<file path="src/hdl/mssc_pkg.sv">
// Shared types, constants and small decode functions for the multiplexed
// seven-segment clock. No dependencies; every other file in hdl uses it.
`timescale 1ns / 1ps

package mssc_pkg;

    // Display geometry and field widths.
    localparam int NUM_DIGITS = 4;
    localparam int DSEL_W     = $clog2(NUM_DIGITS);
    localparam int DIG_W      = 4;
    localparam int SEG_W      = 7;
    localparam int HOUR_W     = 5;
    localparam int MIN_W      = 6;
    localparam int SEC_W      = 6;
    localparam int TPS_W      = 10;
    localparam int TPD_W      = 8;
    localparam int SCAN_W     = 10;
    localparam int CFG_IDX_W  = 1;
    localparam int CFG_DATA_W = 10;

    // Configuration register indexes.
    localparam logic [CFG_IDX_W-1:0] CFG_TPS = 1'b0;
    localparam logic [CFG_IDX_W-1:0] CFG_TPD = 1'b1;

    // Reset values.
    localparam logic [TPS_W-1:0]  TPS_RST      = 10'd100;
    localparam logic [TPD_W-1:0]  TPD_RST      = 8'd25;
    localparam logic [HOUR_W-1:0] HOURS_RST    = 5'd15;
    localparam logic [MIN_W-1:0]  MINUTES_RST  = 6'd8;
    localparam logic [SEC_W-1:0]  SECONDS_RST  = 6'd50;
    localparam logic [TPS_W-1:0]  SEC_LEFT_RST = 10'd100;
    localparam logic [SCAN_W-1:0] SCAN_RST     = 10'd100;

    // Wrap limits of the clock counters.
    localparam int SECS_PER_MIN  = 60;
    localparam int MINS_PER_HOUR = 60;
    localparam int HOURS_PER_DAY = 24;

    typedef logic [NUM_DIGITS-1:0][DIG_W-1:0] digits_t;

    // What the display decoder needs for one item.
    typedef struct packed {
        logic [SCAN_W-1:0] scan;
        logic [TPD_W-1:0]  tpd;
        digits_t           digits;
    } view_t;

    // One result item.
    typedef struct packed {
        logic [SEG_W-1:0]      segments;
        logic [NUM_DIGITS-1:0] digit_enables;
        logic                  blink;
        logic [HOUR_W-1:0]     hours;
        logic [MIN_W-1:0]      minutes;
        logic [SEC_W-1:0]      seconds;
    } result_t;

    // Tens digit of a value below 60.
    function automatic logic [DIG_W-1:0] tens_of(input logic [5:0] v);
        logic [DIG_W-1:0] t;
        if (v >= 6'd50)      t = 4'd5;
        else if (v >= 6'd40) t = 4'd4;
        else if (v >= 6'd30) t = 4'd3;
        else if (v >= 6'd20) t = 4'd2;
        else if (v >= 6'd10) t = 4'd1;
        else                 t = 4'd0;
        return t;
    endfunction

    // Ones digit of a value below 60.
    function automatic logic [DIG_W-1:0] ones_of(input logic [5:0] v);
        logic [6:0] prod;
        logic [5:0] rem;
        prod = {3'b000, tens_of(v)} * 7'd10;
        rem  = v - prod[5:0];
        return rem[DIG_W-1:0];
    endfunction

    // Lit-segment mask, bit i set means segment i (a..g) is lit.
    function automatic logic [SEG_W-1:0] lit_mask(input logic [DIG_W-1:0] code);
        logic [SEG_W-1:0] m;
        case (code)
            4'd0:    m = 7'h3F;
            4'd1:    m = 7'h06;
            4'd2:    m = 7'h5B;
            4'd3:    m = 7'h4F;
            4'd4:    m = 7'h66;
            4'd5:    m = 7'h6D;
            4'd6:    m = 7'h7D;
            4'd7:    m = 7'h07;
            4'd8:    m = 7'h7F;
            4'd9:    m = 7'h6F;
            default: m = 7'h00;
        endcase
        return m;
    endfunction

    // Active-low segment levels; codes above nine come out blank.
    function automatic logic [SEG_W-1:0] decode_segments(input logic [DIG_W-1:0] code);
        return ~lit_mask(code);
    endfunction

endpackage

</file>
<file path="src/hdl/mssc_core.sv">
// Timekeeping state of the seven-segment clock: configuration registers,
// second and scan counters, HH:MM:SS counters, blink level and digit store.
// Depends on mssc_pkg.
`timescale 1ns / 1ps

module mssc_core (
    input  logic                             clk,
    input  logic                             rst_n,
    input  logic                             cfg_we,
    input  logic [mssc_pkg::CFG_IDX_W-1:0]   cfg_index,
    input  logic [mssc_pkg::CFG_DATA_W-1:0]  cfg_data,
    input  logic                             step_tick,
    output mssc_pkg::view_t                  view,
    output logic                             blink_next,
    output logic [mssc_pkg::HOUR_W-1:0]      hours_next,
    output logic [mssc_pkg::MIN_W-1:0]       minutes_next,
    output logic [mssc_pkg::SEC_W-1:0]       seconds_next
);

    logic [mssc_pkg::TPS_W-1:0]  tps_reg;
    logic [mssc_pkg::TPD_W-1:0]  tpd_reg;
    logic [mssc_pkg::HOUR_W-1:0] hours_reg;
    logic [mssc_pkg::MIN_W-1:0]  minutes_reg;
    logic [mssc_pkg::SEC_W-1:0]  seconds_reg;
    logic [mssc_pkg::TPS_W-1:0]  sec_left_reg;
    logic [mssc_pkg::TPS_W-1:0]  sec_left_next;
    logic [mssc_pkg::SCAN_W-1:0] scan_reg;
    logic [mssc_pkg::SCAN_W-1:0] scan_next;
    mssc_pkg::digits_t           store_reg;
    mssc_pkg::digits_t           store_next;
    logic                        blink_reg;

    logic [mssc_pkg::TPS_W-1:0]  tps_eff;
    logic [mssc_pkg::TPD_W-1:0]  tpd_eff;
    logic [mssc_pkg::SCAN_W-1:0] scan_reload;
    logic [mssc_pkg::SCAN_W-1:0] scan_base;
    logic [mssc_pkg::SCAN_W-1:0] scan_dec;
    logic                        sec_event;
    logic [mssc_pkg::SEC_W:0]    sec_inc;
    logic [mssc_pkg::MIN_W:0]    min_inc;
    logic [mssc_pkg::HOUR_W:0]   hour_inc;
    logic                        sec_wrap;
    logic                        min_wrap;
    logic [mssc_pkg::SEC_W-1:0]  sec_adv;
    logic [mssc_pkg::MIN_W-1:0]  min_adv;
    logic [mssc_pkg::HOUR_W-1:0] hour_adv;

    // A register value of zero behaves as one.
    assign tps_eff     = (tps_reg == '0) ? mssc_pkg::TPS_W'(1) : tps_reg;
    assign tpd_eff     = (tpd_reg == '0) ? mssc_pkg::TPD_W'(1) : tpd_reg;
    assign scan_reload = {tpd_eff, 2'b00};

    assign sec_event = step_tick && (sec_left_reg <= mssc_pkg::TPS_W'(1));

    always_comb
    begin
        if (!step_tick)
            sec_left_next = sec_left_reg;
        else if (sec_event)
            sec_left_next = tps_eff;
        else
            sec_left_next = sec_left_reg - mssc_pkg::TPS_W'(1);
    end

    // The display reads the count after this tick's decrement, before the
    // reload that keeps the stored count away from zero.
    assign scan_base = (scan_reg == '0) ? scan_reload : scan_reg;
    assign scan_dec  = scan_base - mssc_pkg::SCAN_W'(1);

    always_comb
    begin
        if (!step_tick)
            scan_next = scan_reg;
        else if (scan_dec == '0)
            scan_next = scan_reload;
        else
            scan_next = scan_dec;
    end

    // Seconds, minutes and hours with carries.
    always_comb
    begin
        sec_inc  = {1'b0, seconds_reg} + (mssc_pkg::SEC_W + 1)'(1);
        sec_wrap = sec_inc >= (mssc_pkg::SEC_W + 1)'(mssc_pkg::SECS_PER_MIN);
        sec_adv  = sec_wrap ? '0 : sec_inc[mssc_pkg::SEC_W-1:0];
        min_inc  = {1'b0, minutes_reg} + {{mssc_pkg::MIN_W{1'b0}}, sec_wrap};
        min_wrap = min_inc >= (mssc_pkg::MIN_W + 1)'(mssc_pkg::MINS_PER_HOUR);
        min_adv  = min_wrap ? '0 : min_inc[mssc_pkg::MIN_W-1:0];
        hour_inc = {1'b0, hours_reg} + {{mssc_pkg::HOUR_W{1'b0}}, min_wrap};
        if (hour_inc >= (mssc_pkg::HOUR_W + 1)'(mssc_pkg::HOURS_PER_DAY))
            hour_adv = '0;
        else
            hour_adv = hour_inc[mssc_pkg::HOUR_W-1:0];
    end

    assign seconds_next = sec_event ? sec_adv  : seconds_reg;
    assign minutes_next = sec_event ? min_adv  : minutes_reg;
    assign hours_next   = sec_event ? hour_adv : hours_reg;
    assign blink_next   = blink_reg ^ sec_event;

    always_comb
    begin
        store_next = store_reg;
        if (sec_event)
        begin
            store_next[0] = mssc_pkg::tens_of({1'b0, hour_adv});
            store_next[1] = mssc_pkg::ones_of({1'b0, hour_adv});
            store_next[2] = mssc_pkg::tens_of(min_adv);
            store_next[3] = mssc_pkg::ones_of(min_adv);
        end
    end

    assign view.scan   = step_tick ? scan_dec : scan_reg;
    assign view.tpd    = tpd_eff;
    assign view.digits = store_reg;

    always_ff @(posedge clk or negedge rst_n)
    begin
        if (!rst_n)
        begin
            tps_reg <= mssc_pkg::TPS_RST;
            tpd_reg <= mssc_pkg::TPD_RST;
        end
        else if (cfg_we)
        begin
            unique case (cfg_index)
                mssc_pkg::CFG_TPS: tps_reg <= cfg_data[mssc_pkg::TPS_W-1:0];
                mssc_pkg::CFG_TPD: tpd_reg <= cfg_data[mssc_pkg::TPD_W-1:0];
                default: ;
            endcase
        end
    end

    always_ff @(posedge clk or negedge rst_n)
    begin
        if (!rst_n)
        begin
            hours_reg    <= mssc_pkg::HOURS_RST;
            minutes_reg  <= mssc_pkg::MINUTES_RST;
            seconds_reg  <= mssc_pkg::SECONDS_RST;
            sec_left_reg <= mssc_pkg::SEC_LEFT_RST;
            scan_reg     <= mssc_pkg::SCAN_RST;
            store_reg    <= '0;
            blink_reg    <= 1'b0;
        end
        else
        begin
            hours_reg    <= hours_next;
            minutes_reg  <= minutes_next;
            seconds_reg  <= seconds_next;
            sec_left_reg <= sec_left_next;
            scan_reg     <= scan_next;
            store_reg    <= store_next;
            blink_reg    <= blink_next;
        end
    end

    a_scan_nonzero: assert property (@(posedge clk) disable iff (!rst_n)
        scan_reg != '0)
        else $error("scan count rested at zero");

    a_sec_range: assert property (@(posedge clk) disable iff (!rst_n)
        seconds_reg < mssc_pkg::SEC_W'(mssc_pkg::SECS_PER_MIN))
        else $error("seconds out of range");

    a_hour_carry: assert property (@(posedge clk) disable iff (!rst_n)
        !$stable(hours_reg) |-> (minutes_reg == '0 && seconds_reg == '0))
        else $error("hour changed without a minute carry");

endmodule

</file>
<file path="src/hdl/mssc_disp.sv">
// Display decode: picks the active digit from the scan count and turns it
// into active-low segment and digit-enable levels. Depends on mssc_pkg.
`timescale 1ns / 1ps

module mssc_disp (
    input  mssc_pkg::view_t                    view,
    output logic [mssc_pkg::SEG_W-1:0]         segments,
    output logic [mssc_pkg::NUM_DIGITS-1:0]    digit_enables
);

    logic [mssc_pkg::SCAN_W-1:0] thr1;
    logic [mssc_pkg::SCAN_W-1:0] thr2;
    logic [mssc_pkg::SCAN_W-1:0] thr3;
    logic [mssc_pkg::DSEL_W-1:0] quot;
    logic [mssc_pkg::DSEL_W-1:0] sel;

    // Scan count over ticks-per-digit, saturated at three, by comparison
    // against the first three multiples.
    assign thr1 = {2'b00, view.tpd};
    assign thr2 = {1'b0, view.tpd, 1'b0};
    assign thr3 = thr2 + thr1;

    always_comb
    begin
        if (view.scan >= thr3)      quot = mssc_pkg::DSEL_W'(3);
        else if (view.scan >= thr2) quot = mssc_pkg::DSEL_W'(2);
        else if (view.scan >= thr1) quot = mssc_pkg::DSEL_W'(1);
        else                        quot = mssc_pkg::DSEL_W'(0);
    end

    assign sel           = mssc_pkg::DSEL_W'(mssc_pkg::NUM_DIGITS - 1) - quot;
    assign digit_enables = ~(mssc_pkg::NUM_DIGITS'(1) << sel);
    assign segments      = mssc_pkg::decode_segments(view.digits[sel]);

endmodule

</file>
<file path="src/hdl/mssc_obuf.sv">
// Result register with a skid stage, so a new item can be taken while the
// previous result waits. Depends on mssc_pkg.
`timescale 1ns / 1ps

module mssc_obuf (
    input  logic              clk,
    input  logic              rst_n,
    input  logic              load,
    input  mssc_pkg::result_t res,
    output logic              in_stall,
    output logic              out_valid,
    input  logic              out_stall,
    output mssc_pkg::result_t out_res
);

    logic              out_valid_reg;
    logic              skid_valid_reg;
    mssc_pkg::result_t out_res_reg;
    mssc_pkg::result_t skid_res_reg;
    logic              out_fire;

    assign out_fire  = out_valid_reg && !out_stall;
    assign in_stall  = skid_valid_reg;
    assign out_valid = out_valid_reg;
    assign out_res   = out_res_reg;

    always_ff @(posedge clk or negedge rst_n)
    begin
        if (!rst_n)
        begin
            out_valid_reg  <= 1'b0;
            skid_valid_reg <= 1'b0;
        end
        else if (skid_valid_reg)
        begin
            if (out_fire)
                skid_valid_reg <= 1'b0;
        end
        else if (load)
        begin
            if (out_valid_reg && !out_fire)
                skid_valid_reg <= 1'b1;
            else
                out_valid_reg <= 1'b1;
        end
        else if (out_fire)
        begin
            out_valid_reg <= 1'b0;
        end
    end

    always_ff @(posedge clk)
    begin
        if (skid_valid_reg)
        begin
            if (out_fire)
                out_res_reg <= skid_res_reg;
        end
        else if (load)
        begin
            if (out_valid_reg && !out_fire)
                skid_res_reg <= res;
            else
                out_res_reg <= res;
        end
    end

    a_skid_behind_out: assert property (@(posedge clk) disable iff (!rst_n)
        skid_valid_reg |-> out_valid_reg)
        else $error("skid stage full while result register empty");

    a_skid_drains: assert property (@(posedge clk) disable iff (!rst_n)
        (skid_valid_reg && !out_stall) |=> (!skid_valid_reg && out_valid_reg))
        else $error("skid stage did not drain on a taken result");

endmodule

</file>
<file path="src/hdl/multiplexed_seven_segment_clock.sv">
// Top level of the four-digit multiplexed seven-segment HH:MM clock.
// Depends on mssc_pkg, mssc_core, mssc_disp and mssc_obuf.
//
//   channel  direction  handshake              payload
//   -------  ---------  ---------------------  ---------------------------------
//   in       input      in_valid / in_stall    tick
//   out      output     out_valid / out_stall  segments, digit_enables, blink,
//                                              hours_now, minutes_now, seconds_now
//   cfg      input      cfg_we                 cfg_index, cfg_data
//
// Every accepted item produces exactly one result item, held in the result
// register or, while out_stall holds, in the skid stage. One item per cycle is
// sustained while out_stall stays low; the state update is combinational.
// Reset (rst_n low, asynchronous) sets the clock to 15:08:50, both counters to
// 100, the digit store to zeros and blink low; registers go to 100 and 25.
// When out_stall holds a result, one more item still enters through the skid
// stage; in_stall rises only while that stage is full.
`timescale 1ns / 1ps

module multiplexed_seven_segment_clock (
    input  logic                                clk,
    input  logic                                rst_n,
    input  logic                                cfg_we,
    input  logic [mssc_pkg::CFG_IDX_W-1:0]      cfg_index,
    input  logic [mssc_pkg::CFG_DATA_W-1:0]     cfg_data,
    input  logic                                in_valid,
    output logic                                in_stall,
    input  logic                                tick,
    output logic                                out_valid,
    input  logic                                out_stall,
    output logic [mssc_pkg::SEG_W-1:0]          segments,
    output logic [mssc_pkg::NUM_DIGITS-1:0]     digit_enables,
    output logic                                blink,
    output logic [mssc_pkg::HOUR_W-1:0]         hours_now,
    output logic [mssc_pkg::MIN_W-1:0]          minutes_now,
    output logic [mssc_pkg::SEC_W-1:0]          seconds_now
);

    logic              in_fire;
    logic              step_tick;
    mssc_pkg::view_t   view;
    mssc_pkg::result_t res;
    mssc_pkg::result_t out_res;

    // An item is taken whenever the skid stage has room. Only a taken item
    // with its tick bit set moves the counters; a taken idle item just
    // reports the current display and time.
    assign in_fire   = in_valid && !in_stall;
    assign step_tick = in_fire && tick;

    // The core computes the post-tick time and the view of the display,
    // which uses the digit store as it stood before this tick's latch.
    mssc_core u_core (
        .clk          (clk),
        .rst_n        (rst_n),
        .cfg_we       (cfg_we),
        .cfg_index    (cfg_index),
        .cfg_data     (cfg_data),
        .step_tick    (step_tick),
        .view         (view),
        .blink_next   (res.blink),
        .hours_next   (res.hours),
        .minutes_next (res.minutes),
        .seconds_next (res.seconds)
    );

    mssc_disp u_disp (
        .view          (view),
        .segments      (res.segments),
        .digit_enables (res.digit_enables)
    );

    // The result register and skid stage decouple the two channels.
    mssc_obuf u_obuf (
        .clk       (clk),
        .rst_n     (rst_n),
        .load      (in_fire),
        .res       (res),
        .in_stall  (in_stall),
        .out_valid (out_valid),
        .out_stall (out_stall),
        .out_res   (out_res)
    );

    assign segments      = out_res.segments;
    assign digit_enables = out_res.digit_enables;
    assign blink         = out_res.blink;
    assign hours_now     = out_res.hours;
    assign minutes_now   = out_res.minutes;
    assign seconds_now   = out_res.seconds;

endmodule
</file>
<file path="config.mk">
export PLATFORM = sky130hd
export DESIGN_NAME = multiplexed_seven_segment_clock
export DESIGN_NICKNAME = d
export VERILOG_FILES = /design/src/hdl/mssc_pkg.sv /design/src/hdl/mssc_core.sv /design/src/hdl/mssc_disp.sv /design/src/hdl/mssc_obuf.sv /design/src/hdl/multiplexed_seven_segment_clock.sv
export SDC_FILE = /design/constraint.sdc
export NUM_CORES = 1
export LEC_CHECK = 0
export ABC_AREA = 1
export BUFFER_PORTS_ARGS = -buffer_cell sky130_fd_sc_hd__buf_2
export CAP_MARGIN = 10
export CORE_UTILIZATION = 30
export CTS_BUF_LIST = sky130_fd_sc_hd__clkbuf_8
export CTS_CLUSTER_DIAMETER = 50
export CTS_CLUSTER_SIZE = 12
export DETAILED_ROUTE_END_ITERATION = 16
export GPL_TIMING_DRIVEN = 0
export SYNTH_ARGS = -nofsm -noshare
export SYNTH_HDL_FRONTEND = slang
export SYNTH_SLANG_ARGS = --single-unit
</file>
<file path="constraint.sdc">
create_clock -name clk -period 4.9 [get_ports clk]
set_input_delay 0.245 -clock clk [delete_from_list [all_inputs] [get_ports clk]]
set_output_delay 0.245 -clock clk [all_outputs]
set_load 0.01 [all_outputs]
</file>
* After elaboration in Yosys (flattened, before gate mapping)
Memory sizes are Yosys's and may differ from the RTL's.
Index checks and enable logic that the tools add are counted.
** Operators by class
- Multiplexer cells :: 40
- Reduce and logical (&&, ||, !) cells :: 19
- $lt $le $gt $ge :: 18
- Add/subtract/negate cells :: 9
- Multipliers :: 2
- Shifts and indexed selects :: 1
- Bitwise gates (word level) :: 5
- Equality and inequality tests :: 3
** Operators with widths (count)
- two-way mux 29 bit :: 4
- two-way mux 10 bit :: 5
- two-way mux 4 bit :: 11
- zero test 10 bit :: 3
- two-way mux 6 bit :: 4
- subtractor 10 x 1 -> 10 bit, second input constant :: 2
- >= comparator 6 x 5 -> 1 bit, second input constant :: 3
- >= comparator 7 x 6 -> 1 bit, second input constant :: 2
- >= comparator 5 x 6 -> 1 bit, second input constant :: 2
- >= comparator 6 bit, second input constant :: 2
- adder 9 x 8 -> 10 bit :: 1
- >= comparator 10 bit :: 1
- >= comparator 10 x 8 -> 1 bit :: 1
- >= comparator 10 x 9 -> 1 bit :: 1
- >= comparator 5 bit, second input constant :: 2
- <= comparator 10 x 1 -> 1 bit, second input constant :: 1
- two-way mux 1 bit :: 10
- two-way mux 5 bit :: 2
- AND reduction 3 bit :: 3
- binary-select mux 4 bit (select 2 bit) :: 1
- zero test 8 bit :: 1
- multiplier 4 x 3 -> 3 bit, second input constant :: 2
- two-way mux 8 bit :: 1
- subtractor 4 bit :: 2
- 19 further kinds :: 30
** Word-level totals
- Memories kept :: 1
- Logic and storage cells :: 124
- Register bits after elaboration :: 132
- Output and inout port bits :: 31
- Input bits :: 17
- Bits in read-only memories :: 112
** Memories
- (name not given) :: words 16, bits a word 7, rd ports 1, clocked after Yosys merged registers in 0, wr ports 0, RTL line mssc_pkg.sv:82 : case (code)

* Longest topological paths before layout
Gate-level depths: netlist (run 1).
An unclocked memory read counts as a cell.
- Depth in word-level cells :: 17
- Gate-level depth with buffers :: 35
- Mapped depth without buffers :: 35

* Cells and area by module
A second synthesis (run 1) with hierarchy kept.
** Unflattened totals
- Cell total of the unflattened synthesis :: 972
- Area total of the unflattened synthesis :: 7938.9 um^2
** Modules (own cells, without submodules)
- mssc_core :: instances 1, area each 4240.3 um^2, cells an instance 586, sequential area each 1751.7 um^2
- mssc_obuf :: instances 1, area each 2292.2 um^2, cells an instance 173, sequential area each 1791.7 um^2
- mssc_disp :: instances 1, area each 1382.6 um^2, cells an instance 208, sequential area each 0.0 um^2
- multiplexed_seven_segment_clock :: instances 1, area each 23.8 um^2, cells an instance 5, sequential area each 0.0 um^2

* Worst setup path before layout (run 1)
OpenSTA, ideal clock, no wires.
- Path type :: register to register
- Start :: register u_core.seconds_reg[1] in the netlist's numbering
- End :: register u_core.store_reg, in the netlist u_core.view[7]
- Path buffers :: 0
- Path slack :: 106 ps
- Clock period less this slack :: 4794 ps
- Arrival time :: 4659 ps
- Data required time :: 4765 ps
- Setup time :: 135 ps
- Stages on the path, launching flop included :: 30
- Cells stage by stage :: dfstp_2 ha_1 nand3_1 xor2_1 or4_1 nand2_1 ha_1 nand4_1 nor2_1 xor2_1 nand4_1 nand2_1 ha_1 ha_1 nand3_1 xnor2_1 inv_1 o21ai_0 inv_1 nand2_1 nor2_1 inv_1 nand2_1 inv_1 ha_1 inv_1 fa_1 xnor2_1 xor2_1 o21ai_0
** Between the ends
- Longest elaborated chain between the ends :: 16
- Elaborated cells on any way between the ends :: 20
- Those cells by class :: 4 x add/sub; 1 x mul; 8 x order compare; 7 x mux
** Ends and longest elaborated chain
- from (decl) :: RTL line mssc_core.sv:24 : logic [mssc_pkg::SEC_W-1:0] seconds_reg;
- from (signal assigned) :: RTL line mssc_core.sv:140 : seconds_reg <= mssc_pkg::SECONDS_RST;
- from (signal assigned) :: RTL line mssc_core.sv:150 : seconds_reg <= seconds_next;
- adder 6 x 1 -> 7 bit (*) :: RTL line mssc_core.sv:83 : sec_inc = {1'b0, seconds_reg} + (mssc_pkg::SEC_W + 1)'(1);
- >= comparator 7 x 6 -> 1 bit (*) :: RTL line mssc_core.sv:84 : sec_wrap = sec_inc >= (mssc_pkg::SEC_W + 1)'(mssc_pkg::SECS_PER_MIN);
- adder 6 x 1 -> 7 bit (*) :: RTL line mssc_core.sv:86 : min_inc = {1'b0, minutes_reg} + {{mssc_pkg::MIN_W{1'b0}}, sec_wrap};
- >= comparator 7 x 6 -> 1 bit (*) :: RTL line mssc_core.sv:87 : min_wrap = min_inc >= (mssc_pkg::MIN_W + 1)'(mssc_pkg::MINS_PER_HOUR);
- adder 5 x 1 -> 6 bit (*) :: RTL line mssc_core.sv:89 : hour_inc = {1'b0, hours_reg} + {{mssc_pkg::HOUR_W{1'b0}}, min_wrap};
- >= comparator 6 x 5 -> 1 bit :: RTL line mssc_core.sv:90 : if (hour_inc >= (mssc_pkg::HOUR_W + 1)'(mssc_pkg::HOURS_PER_DAY))
- two-way mux 5 bit (*) :: RTL line mssc_core.sv:90
- >= comparator 5 x 4 -> 1 bit :: RTL line mssc_pkg.sv:65 : else if (v >= 6'd10) t = 4'd1;
- two-way mux 1 bit :: RTL line mssc_pkg.sv:65
- two-way mux 4 bit :: RTL line mssc_pkg.sv:64 : else if (v >= 6'd20) t = 4'd2;
- two-way mux 4 bit :: RTL line mssc_pkg.sv:63 : else if (v >= 6'd30) t = 4'd3;
- two-way mux 4 bit :: RTL line mssc_pkg.sv:62 : else if (v >= 6'd40) t = 4'd4;
- two-way mux 4 bit :: RTL line mssc_pkg.sv:61 : if (v >= 6'd50) t = 4'd5;
- two-way mux 4 bit :: RTL line mssc_core.sv:104 : if (sec_event)
- multiplier 4 x 3 -> 3 bit :: RTL line mssc_pkg.sv:74 : prod = {3'b000, tens_of(v)} * 7'd10;
- subtractor 4 bit (*) :: RTL line mssc_pkg.sv:75 : rem = v - prod[5:0];
- to (signal assigned) :: RTL line mssc_core.sv:153 : store_reg <= store_next;
- to (decl) :: RTL line mssc_core.sv:29 : mssc_pkg::digits_t store_reg;
Every way passes the cells marked *; elsewhere a longest branch is shown, timed or not. The select of a mux whose other input is x is not followed.
A chain may end at the register's enable or synchronous reset.

* Worst setup path in the final report (run 1)
Ends and elaborated chain as after synthesis.

==> PnR_summary.wiki, run 1 <==
{| class="wikitable"
! Metric !! Value
|-
| Cell area after technology mapping || roughly 7600 um^2
|-
| Crit-path most repeated cell || ha_4
|-
| Overflow left after global routing || 0
|-
| Number of max-slew violations in the final report || 0
|-
| Standard cell core area || 24,600 um^2
|-
| Setup Skew || about 20 ps
|-
| Peak fanout along the critical path || 4
|-
| Number of cells produced by synthesis || slightly below 900
|-
| Clock sink total || 129
|-
| Slew at the pin with the worst max-slew slack || roughly 890 ps
|-
| Routed WL per cell || around 14 um
|-
| Vias in the first global route || a little under 6k
|-
| Arrival time worst endpoint || slightly above 5000 ps
|-
| Initial DRC count || just under 500
|-
| Required @ worst endpoint || around 5200 ps
|-
| Average footprint of a synthesized cell || slightly below 9 um^2
|-
| Worst setup EP type || flop
|-
| Final critical path time including I/O delays and setup || 4790 ps
|-
| Clock tree from TritonCTS || built
|-
| Peak supply drop || roughly 0.28 mV
|-
| Via Count || about 6.3k
|-
| Antenna diode count || 0
|-
| Commonest register cell after synthesis || edfxtp_1
|-
| FF+latch count, synth || ~130
|-
| Cell type with the largest total area after synthesis || edfxtp_1
|-
| Post-DRT Antenna Nets || 0
|-
| Top post-synthesis cells by count || nand2_1, inv_1, o21ai_0
|-
| Start point of the critical path || u_core.seconds_reg[1]
|-
| Switching part of the total || 40.8%
|-
| Peak per-stage delay on the critical path || ~580 ps
|-
| Die Footprint || approximately 26,000 um^2
|-
| Die X-Extent || about 160 um
|-
| Average vias per placed instance || 4.75
|-
| Final core utilization || 38.1%
|-
| Gate power share || between 40% and 50%
|-
| Category of the most critical setup path || flop to flop
|-
| Maximum buffer depth of the clock tree || 2
|-
| Final GP Congestion || around 0.86
|-
| Class of the tightest hold or removal check || primary input to flop
|-
| Synth async-reset ratio || between 50% and 60%
|-
| Outcome || completed
|-
| Synth warnings || 0
|-
| Global router's overall resource usage || between 10% and 20%
|-
| Antenna violations before repair || 0
|-
| Final hold violation count || 0
|-
| Fraction of final layout cells with drive strength greater than 1 || 26.8%
|-
| Period utilization || a little over nine tenths
|-
| Leakage || 4.27 nW
|-
| Post-synth net total || 949
|-
| # rows || 57
|-
| Total Wirelength || 17.9 mm
|-
| Global-route wire length before repair || ~30 mm
|-
| Share of synthesized area occupied by flip-flops and latches || a little under half
|-
| Initial core utilization || roughly 31%
|-
| Setup crit start kind || flop
|-
| Clock power frac || between 20% and 30%
|-
| Level count of the clock H-tree || 4
|-
| Clock transition time at the flip-flop clock pins of the worst setup and hold paths || roughly 80 ps
|-
| Largest cells by area after synthesis || edfxtp_1, dfrtp_1, nand2_1
|-
| Clock tree root buffer cell || clkbuf_8
|-
| DRT Pass-1 Iters || 5
|-
| Cell count of the worst hold path || 3
|-
| R2R cell count || 29
|-
| Layout overhead on the synthesized area || 23.2%
|-
| Most frequently used cell type in the post-synthesis netlist || nand2_1
|-
| DIE HEIGHT || approximately 160 um
|-
| Pin count of the biggest net entering global routing || just over 60
|-
| Post-route DRC violation count || 0
|-
| Sum of net half-perimeters after detailed placement || roughly 13 mm
|-
| Fmax || approximately 210 MHz
|-
| Pre-CTS setup slack || -826 ps
|-
| Latest clock arrival within the worst-skew pair || 450 ps
|-
| Power per standard cell area || roughly 450 nW/um^2
|-
| Top cell type's share of synthesized area || between 20% and 30%
|-
| Reg-to-reg critical path startpoint || u_core.seconds_reg[1]
|-
| Setup repair after global routing missed its margin || yes
|-
| Headroom to the max-slew limit || around 40%
|-
| Hold path startpoint || cfg_data[3]
|-
| Internal power component || between 2 and 2.5 mW
|-
| Setup violators final || 0
|-
| Number of buffers created by CTS || 17
|-
| Final setup slack of the worst path || between 100 and 150 ps
|-
| Share of power burned in registers || between 30% and 40%
|-
| Net count reported at finish || between 1k and 1.5k
|-
| Number of synthesized flops with an enable pin || between 50 and 60
|-
| I/O pin count || 48
|-
| Max-cap check violation count || 0
|-
| Slowest cell on the critical path || dfstp_2
|-
| Sw power || between 1.5 and 2 mW
|-
| Count of unique library cells instantiated by Yosys || between 50 and 60
|-
| Input/output buffers || between 40 and 50
|}
through the flow:
| step | std cells | setup TNS, ps | area, um^2 | hold WS [ps] | total power [mW] |
|---|---|---|---|---|---|
| floorplan | 878 | 0 | 7600 | -50.6 | 2.69 |
| global placement | 1249 | -7400 | 8240 | 473 | 3.10 |
| detailed placement | 1250 | -8720 | 8290 | 99.2 | 3.14 |
| CTS | 1302 | 0 | 8950 | 29.3 | 4.10 |
| global route | 1318 | -516 | 9370 | 50.8 | 4.56 |
| finish | 1318 | 0 | 9370 | 68.7 | 4.22 |
cells in the final DEF (no fill, tap or decap), types with 13 or more instances in the layout:
cell type | netlist | layout
edfxtp_1 | 58 | 58
dfstp_2 | 20 | 20
o21ai_0 | 64 | 54
dfrtp_1 | 51 | 51
clkbuf_8 | 0 | 17
nand2_1 | 245 | 226
buf_4 | 1 | 32
ha_1 | 51 | 40
xor2_1 | 16 | 13
nand2_2 | 14 | 28
nor2_1 | 59 | 50
nand3_1 | 41 | 32
a21oi_1 | 32 | 27
buf_2 | 0 | 47
inv_1 | 105 | 96
final timing paths:
path	to	slack (ps)
setup / recovery	u_core.view[7]	110
hold / removal	u_core.tpd_reg[3]	70
setup reg to reg	u_core.view[7]	110
hold reg to reg	u_core.view[6]	500
max in group asynchronous	u_core.seconds_reg[4]	4110
min in group asynchronous	u_core.tps_reg[9]	180
logic make-up (layout without fill, tap and decap cells):
logic type      Yosys count  count (layout)  share of synthesized area (%)
flops                   129             129                           46.6
compound gates          130             130                           9.81
buf+inv                 127             243                           6.37
fa+ha+maj                54              54                           9.18
xor+xnor                 25              25                           2.88
mux                       1               1                          0.148
simple gates            412             412                           25.0
worst max-delay path, delay by kind of cell (launching register included):
kind	cells	cell delay [ps]
AO/OA/AOI/OAI	2	160
buffers and inverters	4	310
AND/OR/NAND/NOR	13	1710
XOR/XNOR	5	970
flip-flops	1	580
adder cells (fa/ha/maj)	5	920
power groups by stage:
stage	clock network [mW]	registers, mW	logic (mW)
floorplan	0	1.60	1.09
global placement	0	1.57	1.53
detailed placement	0	1.57	1.57
CTS	0.903	1.55	1.65
global route	0.946	1.57	2.04
finish	0.880	1.55	1.79
area by class of cell:
| type | count | area [um^2] |
|---|---|---|
| plain buffers | 18 | 82.6 |
| clock buffers | 17 | 234 |
| clock inverters | 15 | 135 |
| fillers | 2458 | 15200 |
| inverters | 109 | 414 |
| multi-input cells | 622 | 3990 |
| flip-flops and latches | 129 | 3540 |
| well taps | 324 | 405 |
| repair buffers | 84 | 564 |
per-layer routing:
metal | routed length (um) | up-vias | track usage, %
met1 | 8620 | 2978 | 19.7
met3 | 847 | 17 | 2.80
met5 | 0 | - | 0
met4 | 186 | 0 | 3.69
li1 | - | 3115 | -
met2 | 8220 | 146 | 22.3
repair_timing:
action	4_1_cts	5_1_grt
pin swaps	15	48
setup buffers	18	16
gates resized for setup	38	82
hold buffers	2	0
hold endpoints to repair	55	0
setup endpoints to repair	16	17
Power figures use the tool's default switching activity.
==> inputs of run 2 (changes only) <==
--- a/config.mk
+++ b/config.mk
@@ -14,6 +14,7 @@
 export CTS_CLUSTER_SIZE = 12
 export DETAILED_ROUTE_END_ITERATION = 16
 export GPL_TIMING_DRIVEN = 0
+export RECOVER_POWER = 100
 export SYNTH_ARGS = -nofsm -noshare
 export SYNTH_HDL_FRONTEND = slang
 export SYNTH_SLANG_ARGS = --single-unit
==> PnR_summary.wiki, run 2 (synthesized netlist as in run 1, its figures left out) <==
{| class="wikitable"
! Metric !! Value
|-
| Outcome || complete, but fails checks
|-
| Violations in the final reports || capacitance limit, slew limit
|-
| Latest clock arrival within the worst-skew pair || around 450 ps
|-
| Final standard cell area without fillers || between 9000 and 10,000 um^2
|-
| Setup crit start kind || flop
|-
| Clock transition time at the flip-flop clock pins of the worst setup and hold paths || roughly 80 ps
|-
| Worst setup EP type || flop
|-
| Maximum buffer depth of the clock tree || 2
|-
| CP Buf/Inv Count || 4
|-
| Standard cell core area || roughly 25,000 um^2
|-
| Arrival time worst endpoint || 5120 ps
|-
| Global router's overall resource usage || between 10 and 15%
|-
| Number of inserted filler cells in the final layout || 2,481
|-
| Setup Skew || ~21 ps
|-
| Slowest cell on the critical path || dfstp_2
|-
| Vias in the first global route || a little under 6k
|-
| Hold path startpoint || cfg_data[8]
|-
| Period utilization || a little over nine tenths
|-
| Final GP Congestion || 0.858
|-
| Cells after DPL || 1,250
|-
| Die Footprint || about 26,000 um^2
|-
| Layout overhead on the synthesized area || 21.9%
|-
| Number of buffers created by CTS || 17
|-
| Pin count of the biggest net entering global routing || 62
|-
| Setup repair after global routing missed its margin || yes
|-
| Headroom to the max-slew limit || -131%
|-
| Leakage || 4.15 nW
|-
| Sum of net half-perimeters after detailed placement || between 10 and 15 mm
|-
| Antenna violations before repair || 0
|-
| Total Wirelength || 18.0 mm
|-
| Category of the most critical setup path || flop to flop
|-
| Total Neg Setup Slack || 0 ps
|-
| Crit-path most repeated cell || ha_4
|-
| Max-cap check violation count || 3
|-
| Power per standard cell area || 451 nW/um^2
|-
| Setup violators final || 0
|-
| Final hold violation count || 0
|-
| Count of placed standard cells in the final layout, fillers left out || approximately 1.3k
|-
| Antenna diode count || 0
|-
| Initial core utilization || between 30% and 40%
|-
| Level count of the clock H-tree || 4
|-
| I/O pin count || 48
|-
| Routed WL per cell || around 14 um
|-
| Number of max-slew violations in the final report || ~120
|-
| Class of the tightest hold or removal check || primary input to flop
|-
| Cell family with most CP delay || simple AND/OR/NAND/NOR gates
|-
| Peak supply drop || 0.255 mV
|-
| DIE HEIGHT || approximately 160 um
|-
| Via Count || 6,263
|-
| Placed cell areas || between 8000 and 9000 um^2
|-
| Final setup slack of the worst path || 103 ps
|-
| Peak fanout along the critical path || 4
|-
| DRT Pass-1 Iters || 5
|-
| Required @ worst endpoint || between 5000 and 6000 ps
|-
| Overflow left after global routing || 0
|-
| Minimum hold slack || roughly 67 ps
|-
| Post-DRT Antenna Nets || 0
|-
| Fmax || 208 MHz
|-
| Start point of the critical path || u_core.seconds_reg[1]
|-
| Final critical path time including I/O delays and setup || about 4800 ps
|-
| Clock tree from TritonCTS || built
|-
| Commonest non-fill, non-tap cell in the layout || nand2_1
|-
| Clock sink total || ~130
|-
| Peak per-stage delay on the critical path || between 500 and 600 ps
|-
| Post-route DRC violation count || 0
|-
| Average vias per placed instance || between 4 and 5
|-
| Slew at the pin with the worst max-slew slack || ~3500 ps
|-
| Global-route wire length before repair || about 29 mm
|-
| Initial DRC count || around 460
|-
| Net count reported at finish || roughly 1.1k
|-
| Fraction of final layout cells with drive strength greater than 1 || between 20 and 25%
|-
| # rows || between 50 and 60
|-
| Die X-Extent || about 160 um
|-
| Reg-to-reg critical path startpoint || u_core.seconds_reg[1]
|-
| Pre-CTS setup slack || -826 ps
|-
| Input/output buffers || 47
|-
| Clock tree root buffer cell || clkbuf_8
|-
| Leading cell types in the layout, fill and taps excluded || nand2_1, inv_1, edfxtp_1
|}
==> run 2: area by class of cell <==
type | count | area [um^2] | share of cell area [%]
inverter | 109 | 414 | 4.47
clock buffer | 17 | 234 | 2.52
clock inverter | 15 | 135 | 1.46
timing repair buffer | 84 | 487 | 5.25
multi-input combinational | 622 | 3970 | 42.8
tap | 324 | 405 | 4.37
buffer | 18 | 82.6 | 0.891
sequential | 129 | 3540 | 38.2
==> run 2: final timing paths <==
check / slack [ps] / depth (start not counted) / to
max: 100 / 29 / u_core.view[7]
min: 70 / 3 / u_core.tps_reg[8]
max reg2reg: 100 / 29 / u_core.view[7]
min reg2reg: 500 / 2 / u_core.view[6]
max in group asynchronous: 910 / 3 / u_core.minutes_reg[4]
min in group asynchronous: 300 / 2 / u_core.tps_reg[9]
==> run 2: power by group <==
part	internal, mW	switching, mW
sequential	1.44	0.122
combinational	0.627	1.12
clock	0.407	0.473
total	2.47	1.71
==> run 2: timing repair <==
| action | in CTS | in global routing |
|---|---|---|
| pin swaps | 15 | 48 |
| buffers inserted | 18 | 16 |
| gates resized for setup | 38 | 82 |
| setup endpoints to repair | 16 | 17 |
| hold endpoints to repair | 55 | 0 |
| hold buffers | 2 | 0 |
==> run 2: worst min-delay path, stage by stage <==
cell,delay [ps]
buf_2,80
nor2_1,40
a21oi_1,100
==> run 2: metal layers <==
| layer | GRT usage (%) | up-vias | wire, um |
|---|---|---|---|
| li1 | - | 3114 | - |
| met1 | 19.7 | 2975 | 8630 |
| met2 | 22.3 | 157 | 8280 |
| met3 | 2.80 | 17 | 922 |
| met4 | 3.69 | 0 | 180 |
| met5 | 0 | - | 0 |
==> run 2: stage by stage <==
step           util [%]  total power [mW]
2_1_floorplan         -              2.69
3_3_place_gp       33.5              3.10
3_5_place_dp       33.7              3.14
4_1_cts            36.4              4.10
5_1_grt            37.7              4.52
6_report           37.7              4.18
